`config.mk`:
```
export PLATFORM = sky130hd
export DESIGN_NAME = sts_ctrl
export DESIGN_NICKNAME = d
export VERILOG_FILES = /design/src/sv/sts_pkg.sv /design/src/sv/sts_ctrl.sv
export SDC_FILE = /design/constraint.sdc
export NUM_CORES = 1
export LEC_CHECK = 0
export BUFFER_PORTS_ARGS = -buffer_cell sky130_fd_sc_hd__buf_2
export CAP_MARGIN = 20
export CORE_AREA = 2 2 39 41
export DETAILED_ROUTE_END_ITERATION = 10
export DIE_AREA = 0 0 41 43
export GPL_TIMING_DRIVEN = 0
export SYNTH_ARGS = -nofsm -noshare
export SYNTH_HDL_FRONTEND = slang
export SYNTH_SLANG_ARGS = --single-unit
```
`constraint.sdc`:
```
create_clock -name clock -period 1.4 [get_ports clock]
set_clock_uncertainty 0.05 [all_clocks]
set_input_delay 0.28 -clock clock [delete_from_list [all_inputs] [get_ports clock]]
set_output_delay 0.28 -clock clock [all_outputs]
set_load 0.02 [all_outputs]
```
`src/sv/sts_pkg.sv`:
```
// Shared types and constants of the sorted table ternary search block.
// Depends on nothing; every other file of the block uses it by scoped names.

package sts_pkg;

   localparam int unsigned IndexW = 10;
   localparam int unsigned ValueW = 32;
   localparam int unsigned CountW = 11;

   localparam logic KindWrite  = 1'b0;
   localparam logic KindSearch = 1'b1;

   typedef enum logic [2:0] {
      ST_IDLE,
      ST_PROBE1,
      ST_PROBE2,
      ST_DECIDE,
      ST_FINISH
   } state_type;

   // Commands from the controller to the datapath.
   typedef struct packed {
      logic table_write;
      logic start;
      logic probe1;
      logic probe2;
      logic decide;
      logic rsp_load;
   } cmd_type;

   // Status from the datapath to the controller.
   typedef struct packed {
      logic interval_empty;
      logic match;
   } status_type;

endpackage

```
`src/sv/sts_ctrl.sv`:
```
// Controller state machine of the sorted table ternary search block.
// Sequences the probe rounds and owns the result valid. Depends on sts_pkg.

module sts_ctrl (
   input  logic                  clock,
   input  logic                  reset,
   input  logic                  req_valid,
   input  logic                  req_kind,
   output logic                  req_stall,
   output logic                  rsp_valid,
   input  logic                  rsp_stall,
   input  sts_pkg::status_type   status,
   output sts_pkg::cmd_type      cmd
);

   sts_pkg::state_type state_ff, state_in;
   logic               rsp_valid_ff, rsp_valid_in;
   logic               slot_free;

   assign slot_free = !rsp_valid_ff || !rsp_stall;

   always_comb begin
      state_in = state_ff;
      case (state_ff)
         sts_pkg::ST_IDLE: begin
            if (req_valid && (req_kind == sts_pkg::KindSearch)) begin
               state_in = sts_pkg::ST_PROBE1;
            end
         end
         sts_pkg::ST_PROBE1: begin
            state_in = status.interval_empty ? sts_pkg::ST_FINISH : sts_pkg::ST_PROBE2;
         end
         sts_pkg::ST_PROBE2: begin
            state_in = sts_pkg::ST_DECIDE;
         end
         sts_pkg::ST_DECIDE: begin
            state_in = status.match ? sts_pkg::ST_FINISH : sts_pkg::ST_PROBE1;
         end
         sts_pkg::ST_FINISH: begin
            if (slot_free) begin
               state_in = sts_pkg::ST_IDLE;
            end
         end
         default: begin
            state_in = sts_pkg::ST_IDLE;
         end
      endcase
   end

   always_comb begin
      cmd       = '0;
      req_stall = 1'b1;
      case (state_ff)
         sts_pkg::ST_IDLE: begin
            req_stall       = 1'b0;
            cmd.table_write = req_valid && (req_kind == sts_pkg::KindWrite);
            cmd.start       = req_valid && (req_kind == sts_pkg::KindSearch);
         end
         sts_pkg::ST_PROBE1: begin
            cmd.probe1 = 1'b1;
         end
         sts_pkg::ST_PROBE2: begin
            cmd.probe2 = 1'b1;
         end
         sts_pkg::ST_DECIDE: begin
            cmd.decide = 1'b1;
         end
         sts_pkg::ST_FINISH: begin
            cmd.rsp_load = slot_free;
         end
         default: begin
            cmd = '0;
         end
      endcase
   end

   always_comb begin
      rsp_valid_in = rsp_valid_ff;
      if (cmd.rsp_load) begin
         rsp_valid_in = 1'b1;
      end else if (rsp_valid_ff && !rsp_stall) begin
         rsp_valid_in = 1'b0;
      end
   end

   always_ff @(posedge clock) begin
      if (reset) begin
         state_ff     <= sts_pkg::ST_IDLE;
         rsp_valid_ff <= 1'b0;
      end else begin
         state_ff     <= state_in;
         rsp_valid_ff <= rsp_valid_in;
      end
   end

   assign rsp_valid = rsp_valid_ff;

endmodule

```
==> flow_metrics.env, run 1 <==
export IMPL_dieArea_mm2=0.001763
export IMPL_antenna_found_initial=0
export IMPL_switchingPower_w=0.00009066
export IMPL_seq_area_um2=88.84
export IMPL_first_pass_iters=2
export IMPL_cp_max_fo=5
export IMPL_fp_coreArea_mm2=0.001384
export IMPL_worstHoldPathType="input port to flop"
export IMPL_cellPowerDensity_mw_per_mm2=823.2
export IMPL_drive_gt1_share_pct=65.22
export IMPL_status="complete, but fails checks"
export IMPL_area_growth_pct=72.02
export IMPL_maxCapViolCount=0
export IMPL_peakVddDrop_uv=400.0
export IMPL_dieHeight_um=43
export IMPL_ant_nets=0
export IMPL_cts_root_buf="clkbuf_4"
export IMPL_ys_types=19
export IMPL_portBuffers=14
export IMPL_crit_slowest_cell="or3b_4"
export IMPL_yosysSeqAreaShare_pct=33.16
export IMPL_numClockSinks=4
export IMPL_p_int_w=0.0002513
export IMPL_grt_max_degree=7
export IMPL_multi_input_area_um2=155.1
export IMPL_clkPwrFrac_pct=41.5
export IMPL_min_period_over_period_pct=111.8
export IMPL_syn_avg_cell_area_um2=8.944
export IMPL_p_seq_share_pct=35.6
export IMPL_p_comb_share_pct=22.9
export IMPL_nets=55
export IMPL_n_antenna_cell=0
export IMPL_fmax_mhz=639.0
export IMPL_crit_required_ns=1.07
export IMPL_cts_tree="yes"
export IMPL_utilization_pct=30.02
export IMPL_finalWorstSetupSlack_ns=-0.1650
export IMPL_setup_viol=3
export IMPL_cts_hold_buffers_added=0
export IMPL_postSynthCellCount=27
export IMPL_final_cell_mix="10 x buf_2, 5 x buf_4, 3 x clkbuf_4, 3 x buf_6"
export IMPL_clk_latency_ns=0.23
export IMPL_clockBufferDepth=2
export IMPL_worst_pin_slew_ns=0.3045
export IMPL_vias_per_cell=4.274
export IMPL_violations="negative setup slack"
export IMPL_maxSlewHeadroom_pct=79.65
export IMPL_tns_ns=-0.3438
export IMPL_overflow=0
export IMPL_dp_final_hpwl_um=426.2
export IMPL_start_kind="flop"
export IMPL_wirelength_um=588
export IMPL_cts_clk_slew_worst_paths_ns=0.04
export IMPL_drv_slew=0
export IMPL_cp_data_arrival_time_ns=1.24
export IMPL_dpl_cell_area_um2=342.8
export IMPL_final_common_cell="buf_2"
export IMPL_syn_nets=34
export IMPL_ys_seq_elements=4
export IMPL_synth_area_um2=241.5
export IMPL_period_minus_slack_ns=1.565
export IMPL_gp_congestion=0.6123
export IMPL_drcViolationCount=0
export IMPL_slowest_delay_ns=0.40
export IMPL_leakagePower_nw=0.1853
export IMPL_crit_type="flop to primary output"
export IMPL_h_tree_depth=1
export IMPL_vias=265
export IMPL_rows=14
export IMPL_path_cells="or3b_4 > a21oi_2 > buf_6"
export IMPL_drt_initial_drc_count=4
export IMPL_hold_viol_final=0
export IMPL_wl_per_cell_um=9.484
export IMPL_grt_pass1_wl_um=883
export IMPL_initial_core_util_pct=17.45
export IMPL_cp_end_kind="primary output"
export IMPL_fill_cells=153
export IMPL_die_w_um=41
export IMPL_rsz0062_at_grt="yes"
export IMPL_final_cell_area_um2=415.4
export IMPL_grt_use_total_pct=8.124
export IMPL_cts_made_buffers=3
export IMPL_sw_frac_of_total_pct=26.51
export IMPL_io_pins=15
export IMPL_grt_pass1_vias=224
export IMPL_yosys_warnings=0
power by group through the flow:
stage	combinational, W	clock (W)	sequential, W
3_3_place_gp	0.0000687	0	0.000124
2_1_floorplan	0.0000430	0	0.000124
3_5_place_dp	0.0000690	0	0.000124
6_report	0.0000782	0.000142	0.000122
5_1_grt	0.0000845	0.000165	0.000122
4_1_cts	0.0000727	0.000151	0.000121
routing by layer:
layer	part of all wire, %	global-route usage (%)
met1	41	7.372
met2	47	11.56
met3	12	7.853
met4	0	4.000
met5	0	0
stage by stage:
step	setup slack, ns	cells	hold slack, ns	total power (W)
detailed placement	-0.1234	57	0.4332	0.0001934
global placement	-0.1181	57	0.4259	0.0001931
global route	-0.2225	62	0.2023	0.0003718
finish	-0.1650	62	0.2087	0.0003419
floorplan	0.02241	27	0.2924	0.0001672
CTS	-0.1755	62	0.2041	0.0003444
path summary, 6_finish.rpt:
path,start,to,slack (ns),cells after the start
hold reg to reg,rsp_valid,rsp_valid,0.44,2
setup / recovery,state_ff[1],cmd[0],-0.17,3
setup reg to reg,state_ff[1],state_ff[2],0.28,3
hold / removal,reset,rsp_valid,0.21,2
worst max-delay path: cells and delay by family, from the launching register on:
| kind | cells | cell delay [ns] |
|---|---|---|
| simple gates | 1 | 0.40 |
| flops | 1 | 0.34 |
| buf+inv | 1 | 0.13 |
| compound gates | 1 | 0.13 |
cells by family (layout without fill, tap and decap cells):
| kind of cell | Yosys count | count (layout) | synth area share [%] |
|---|---|---|---|
| simple gates | 12 | 12 | 32.12 |
| compound gates | 6 | 6 | 19.69 |
| flops | 4 | 4 | 33.16 |
| buf+inv | 4 | 23 | 10.88 |
| mux | 1 | 1 | 4.145 |
layout make-up:
cell class	count	share of cell area, %
inverters	2	1.807
clock buffers	3	5.422
flip-flops and latches	4	21.39
well taps	16	4.819
multi-input cells	19	37.35
repair buffers	18	29.22
Yosys cell counts (all sizes together):
cell type / number / share of area (%)
nor4b: 1 / 3.6
nand2b: 2 / 5.2
or3b: 1 / 4.7
o32ai: 1 / 3.6
a21oi: 3 / 7.8
nor3b: 2 / 6.2
a2111oi: 1 / 4.1
nor2: 2 / 3.1
inv: 2 / 3.1
buf: 2 / 7.8
dfxtp: 4 / 33
nor3: 1 / 2.1
nand3b: 1 / 3.1
o21ba: 1 / 4.1
mux2i: 1 / 4.1
and3: 1 / 2.6
nand2: 1 / 1.6
registers in the layout, indices dropped and copies added (netlist names):
| register | count |
|---|---|
| rsp_valid | 1 |
| state_ff | 3 |
timing repair:
action,in CTS,in global routing
resized for setup,8,6
setup buffers,4,0
pin swaps,1,2
endpoints found under the setup margin,5,7
(Power assumes the default switching activity.)
==> run 2: changes to the inputs <==
Settings changed: REMOVE_ABC_BUFFERS from default to 1.
Clock period 1.4 ns to 1.3 ns, I/O delays scaled along.
==> run 2 against run 1 <==
Clock power grew 12%. Critical path type unchanged. Hold slack lost 0.021 ns. Die area unchanged. Highest routed layer unchanged. The run still ends with negative setup slack left. Global-route usage grew 1.9 points.
==> flow_metrics.env, run 2 (same netlist as run 1, synthesis figures left out) <==
export IMPL_status="complete, but fails checks"
export IMPL_violations="negative setup slack"
export IMPL_portBuffers=14
export IMPL_r2r_end="state_ff[0]"
export IMPL_initial_core_util_pct=17.45
export IMPL_worstHoldPathType="input port to flop"
export IMPL_hold_viol_final=0
export IMPL_drive_gt1_share_pct=68.09
export IMPL_regMostFlops="state_ff"
export IMPL_maxSlewHeadroom_pct=76.07
export IMPL_dpl_cell_area_um2=312.8
export IMPL_holdCritStartpoint="reset"
export IMPL_grt_pass1_vias=252
export IMPL_grt_use_total_pct=10.04
export IMPL_first_pass_iters=3
export IMPL_drcViolationCount=0
export IMPL_finalWorstSetupSlack_ns=-0.2455
export IMPL_min_period_over_period_pct=118.9
export IMPL_cts_hold_buffers_added=0
export IMPL_final_cell_area_um2=434.2
export IMPL_fp_coreArea_mm2=0.001384
export IMPL_final_cell_mix="8 x buf_2, 7 x buf_4, 4 x buf_6"
export IMPL_leakagePower_nw=0.1920
export IMPL_cellPowerDensity_mw_per_mm2=876.1
export IMPL_cts_root_buf="clkbuf_4"
export IMPL_start_kind="flop"
export IMPL_maxCapViolCount=0
export IMPL_gp_congestion=0.5941
export IMPL_drt_initial_drc_count=4
export IMPL_grt_max_degree=7
export IMPL_n_antenna_cell=0
export IMPL_peakVddDrop_uv=481.2
export IMPL_wirelength_um=685
export IMPL_largest_reg_flops=3
export IMPL_worst_pin_slew_ns=0.3580
export IMPL_vias=278
export IMPL_drv_slew=0
export IMPL_final_cells=63
export IMPL_place_inst=55
export IMPL_ff2ff_path_depth=4
export IMPL_h_tree_depth=1
export IMPL_rows=14
export IMPL_setup_viol=7
export IMPL_rsz0062_at_grt="yes"
export IMPL_dieArea_mm2=0.001763
export IMPL_vias_per_cell=4.413
export IMPL_worstHoldEndpoint="rsp_valid"
export IMPL_clk_latency_ns=0.24
export IMPL_cts_made_buffers=3
export IMPL_dp_final_hpwl_um=393.8
export IMPL_ant_nets=0
export IMPL_numClockSinks=4
export IMPL_grt_pass1_wl_um=1097
export IMPL_io_pins=15
export IMPL_area_growth_pct=79.79
export IMPL_post_place_ws_ns=-0.09173
export IMPL_cp_end_kind="primary output"
export IMPL_cp_max_fo=6
export IMPL_clockBufferDepth=2
export IMPL_wl_per_cell_um=10.87
export IMPL_cts_clk_slew_worst_paths_ns=0.04
export IMPL_crit_required_ns=0.99
export IMPL_r2r_slack_ns=0.06
export IMPL_nets=56
export IMPL_tns_ns=-0.8918
export IMPL_r2r_start="state_ff[1]"
export IMPL_die_w_um=41
export IMPL_whs_path_depth=2
export IMPL_dieHeight_um=43
export IMPL_cts_tree="yes"
export IMPL_overflow=0
export IMPL_fmax_mhz=647.0
export IMPL_holdWs_ns=0.1881
export IMPL_final_common_cell="buf_2"
export IMPL_cp_data_arrival_time_ns=1.24
export IMPL_period_minus_slack_ns=1.546
export IMPL_antenna_found_initial=0
export IMPL_crit_type="flop to primary output"
==> run 2: changes by cell type in the layout (fill, tap and decap cells not counted) <==
cell,before,now
nor3b_1,1,0
buf_6,3,4
dfxtp_4,2,1
nor3b_2,0,1
buf_4,5,7
buf_2,10,8
dfxtp_2,1,2
==> run 2: routing by layer <==
layer | global-route usage (%) | vias to the layer above | wire length, um | share of wire, %
li1 | - | 138 | - | -
met1 | 10.29 | 127 | 294 | 43
met2 | 13.75 | 13 | 331 | 48
met3 | 7.853 | 0 | 59 | 8.6
met4 | 6.000 | 0 | 0 | 0
met5 | 0 | - | 0 | 0
==> run 2: metrics by stage <==
stage	utilization, %	power [W]
after global routing	31.37	0.0004095
after CTS	30.56	0.0003838
final	31.37	0.0003804
after global placement	22.60	0.0001991
after detailed placement	22.60	0.0001997
after floorplan	-	0.0001722
==> run 2: timing repair <==
action / CTS / global route
buffers inserted: 5 / 0
setup endpoints to repair: 7 / 8
pin swaps: 4 / 0
resized for setup: 16 / 3
==> run 2: how the worst max path moves through the flow <==
stage / startpoint / end / slack, ns / depth (start not counted)
finish: state_ff[0] / cmd[0] / -0.25 / 3
global route: state_ff[0] / cmd[0] / -0.29 / 3
CTS: state_ff[1] / cmd[0] / -0.25 / 3
detailed placement: state_ff[2] / cmd[0] / -0.09 / 3
global placement: state_ff[2] / cmd[0] / -0.11 / 3
floorplan: state_ff[2] / cmd[5] / -0.24 / 3
==> run 2: layout make-up <==
| class | count | area [um^2] |
|---|---|---|
| sequential | 4 | 86.33 |
| inverter | 2 | 7.507 |
| multi-input combinational | 19 | 160.2 |
| tap | 16 | 20.02 |
| fill | 151 | 949.7 |
| timing repair buffer | 19 | 137.6 |
| clock buffer | 3 | 22.52 |
==> run 2: worst max-delay path, stage by stage (launching register included) <==
cell     delay (ns)
dfxtp_2        0.35
or3b_4         0.39
a21oi_2        0.11
buf_4          0.15
==> run 2: power breakdown <==
part	switching (W)	total, W	internal [W]
Combinational	0.0000438	0.0000877	0.0000439
Sequential	0.00000610	0.000133	0.000127
Clock	0.0000559	0.000159	0.000104
==> run 3: changes to the inputs <==
Settings changed: CTS_BUF_LIST from default to sky130_fd_sc_hd__clkbuf_8.
==> run 3 against run 2 <==
The run still ends with negative setup slack left. Setup slack improved by 0.014 ns. Clock-buffer cell count stayed put. First-iteration DRC count shrank 50%. Register-to-register slack is essentially flat. Sequential share of layout area decreased by 1.5 points. Critical path type unchanged. Core utilization rose by 2.6 points. Design area up 8.4%. Global-route usage down 0.30 points. Largest power group unchanged. Critical path depth did not move. Maximum frequency increased by 0.93%. Largest cell class unchanged. Die area stayed put.
==> flow_metrics.env, run 3 (same netlist as run 1, synthesis figures left out) <==
export IMPL_post_place_ws_ns=-0.09173
export IMPL_grt_max_degree=7
export IMPL_crit_required_ns=0.99
export IMPL_cts_clk_slew_worst_paths_ns=0.03
export IMPL_numClockSinks=4
export IMPL_n_antenna_cell=0
export IMPL_crit_start="state_ff[1]"
export IMPL_status="complete, but fails checks"
export IMPL_holdCritStartpoint="reset"
export IMPL_grt_use_total_pct=9.739
export IMPL_cellPowerDensity_mw_per_mm2=1045
export IMPL_drcViolationCount=0
export IMPL_vias_per_cell=4.391
export IMPL_final_cell_area_um2=470.5
export IMPL_finalWorstSetupSlack_ns=-0.2314
export IMPL_whs_path_depth=2
export IMPL_regMostFlops="state_ff"
export IMPL_fp_coreArea_mm2=0.001384
export IMPL_violations="negative setup slack"
export IMPL_period_minus_slack_ns=1.531
export IMPL_total_power_w=0.0004917
export IMPL_leakagePower_nw=0.2070
export IMPL_dp_final_hpwl_um=393.8
export IMPL_wirelength_um=744
export IMPL_maxCapViolCount=0
export IMPL_min_period_over_period_pct=117.8
export IMPL_crit_type="flop to primary output"
export IMPL_hold_viol_final=0
export IMPL_io_pins=15
export IMPL_seq_area_um2=86.33
export IMPL_clockBufferDepth=2
export IMPL_dieArea_mm2=0.001763
export IMPL_multi_input_area_um2=160.2
export IMPL_dpl_cell_area_um2=312.8
export IMPL_crit_cells=3
export IMPL_cts_made_buffers=3
export IMPL_initial_core_util_pct=17.45
export IMPL_rows=14
export IMPL_setup_viol=6
export IMPL_gp_congestion=0.5941
export IMPL_grt_pass1_wl_um=1083
export IMPL_drt_initial_drc_count=2
export IMPL_drv_slew=0
export IMPL_first_pass_iters=2
export IMPL_wl_per_cell_um=11.63
export IMPL_peakVddDrop_uv=910.2
export IMPL_nets=57
export IMPL_crit_slowest_cell="or3b_4"
export IMPL_clk_latency_ns=0.22
export IMPL_r2r_start="state_ff[1]"
export IMPL_maxSlewHeadroom_pct=76.20
export IMPL_cp_max_fo=3
export IMPL_ant_nets=0
export IMPL_antenna_found_initial=0
export IMPL_largest_reg_flops=3
export IMPL_ff2ff_path_depth=4
export IMPL_worst_pin_slew_ns=0.3561
export IMPL_fmax_mhz=653.0
export IMPL_fill_cells=152
export IMPL_dieHeight_um=43
export IMPL_cts_root_buf="clkbuf_8"
export IMPL_overflow=0
export IMPL_h_tree_depth=1
export IMPL_vias=281
export IMPL_rsz0062_at_grt="yes"
export IMPL_drive_gt1_share_pct=68.75
export IMPL_cts_tree="yes"
export IMPL_path_cells="or3b_4 > a21oi_2 > buf_4"
export IMPL_grt_pass1_vias=253
export IMPL_final_cell_mix="7 x buf_2, 7 x buf_4, 6 x buf_6"
export IMPL_area_growth_pct=94.82
export IMPL_cp_end_kind="primary output"
export IMPL_worstHoldPathType="input port to flop"
export IMPL_slowest_delay_ns=0.40
export IMPL_portBuffers=14
export IMPL_critPathBufInv=1
export IMPL_die_w_um=41
export IMPL_path_delay_family="simple AND/OR/NAND/NOR gates"
export IMPL_cp_data_arrival_time_ns=1.22
export IMPL_start_kind="flop"
## run 3: changes by cell type in the layout (fill, tap and decap cells not counted)
cell | before | now
buf_2 | 8 | 7
buf_6 | 4 | 6
clkbuf_4 | 3 | 0
clkbuf_8 | 0 | 3
## run 3: final cells by class
class,instances,area share [%]
Multi-Input combinational cell,19,34.04
Timing Repair Buffer,20,32.98
Sequential cell,4,18.35
Clock buffer,3,8.777
Tap cell,16,4.255
Inverter,2,1.596
## run 3: layer usage
layer | routed length [um] | global-route usage [%] | part of all wire [%] | up-vias
met5 | 0 | 0 | 0 | -
met4 | 8 | 6.000 | 1.1 | 0
met3 | 79 | 6.283 | 11 | 2
met2 | 372 | 13.75 | 50 | 16
met1 | 284 | 10.29 | 38 | 124
li1 | - | - | - | 139
## run 3: worst register-to-register path, cell delays in order (launching register included)
cell,delay (ns)
dfxtp_4,0.35
buf_6,0.10
buf_4,0.12
nand2b_1,0.07
a2111oi_1,0.41
## run 3: path summary, 6_finish.rpt
check                                   end  slack [ns]
worst max register to register  state_ff[0]        0.07
worst min-delay path              rsp_valid        0.21
worst min register to register    rsp_valid        0.45
worst max-delay path                 cmd[0]       -0.23
## run 3: through the flow
step                hold slack (ns)  setup TNS (ns)  instances  utilization, %
finish                       0.2064         -0.7387         64           34.00
global route                 0.2152          -1.091         64           34.00
CTS                          0.2022         -0.7623         63           31.92
detailed placement           0.4299         -0.1550         55           22.60
global placement             0.4281         -0.1081         55           22.60
floorplan                    0.2724         -0.5252         25               -
## run 3: report_power, final
group | total [W] | internal [W] | switching, W | leakage (nW)
sequential | 0.000134 | 0.000127 | 0.00000634 | 0.0341
combinational | 0.0000950 | 0.0000497 | 0.0000452 | 0.151
clock | 0.000263 | 0.000197 | 0.0000655 | 0.0216
total | 0.000492 | 0.000375 | 0.000117 | 0.207
## run 3: what timing repair did
action | in CTS | in global routing
pin swaps | 4 | 0
hold buffers | 0 | 0
gates resized for setup | 16 | 6
setup buffers | 5 | 1
endpoints found under the setup margin | 7 | 8
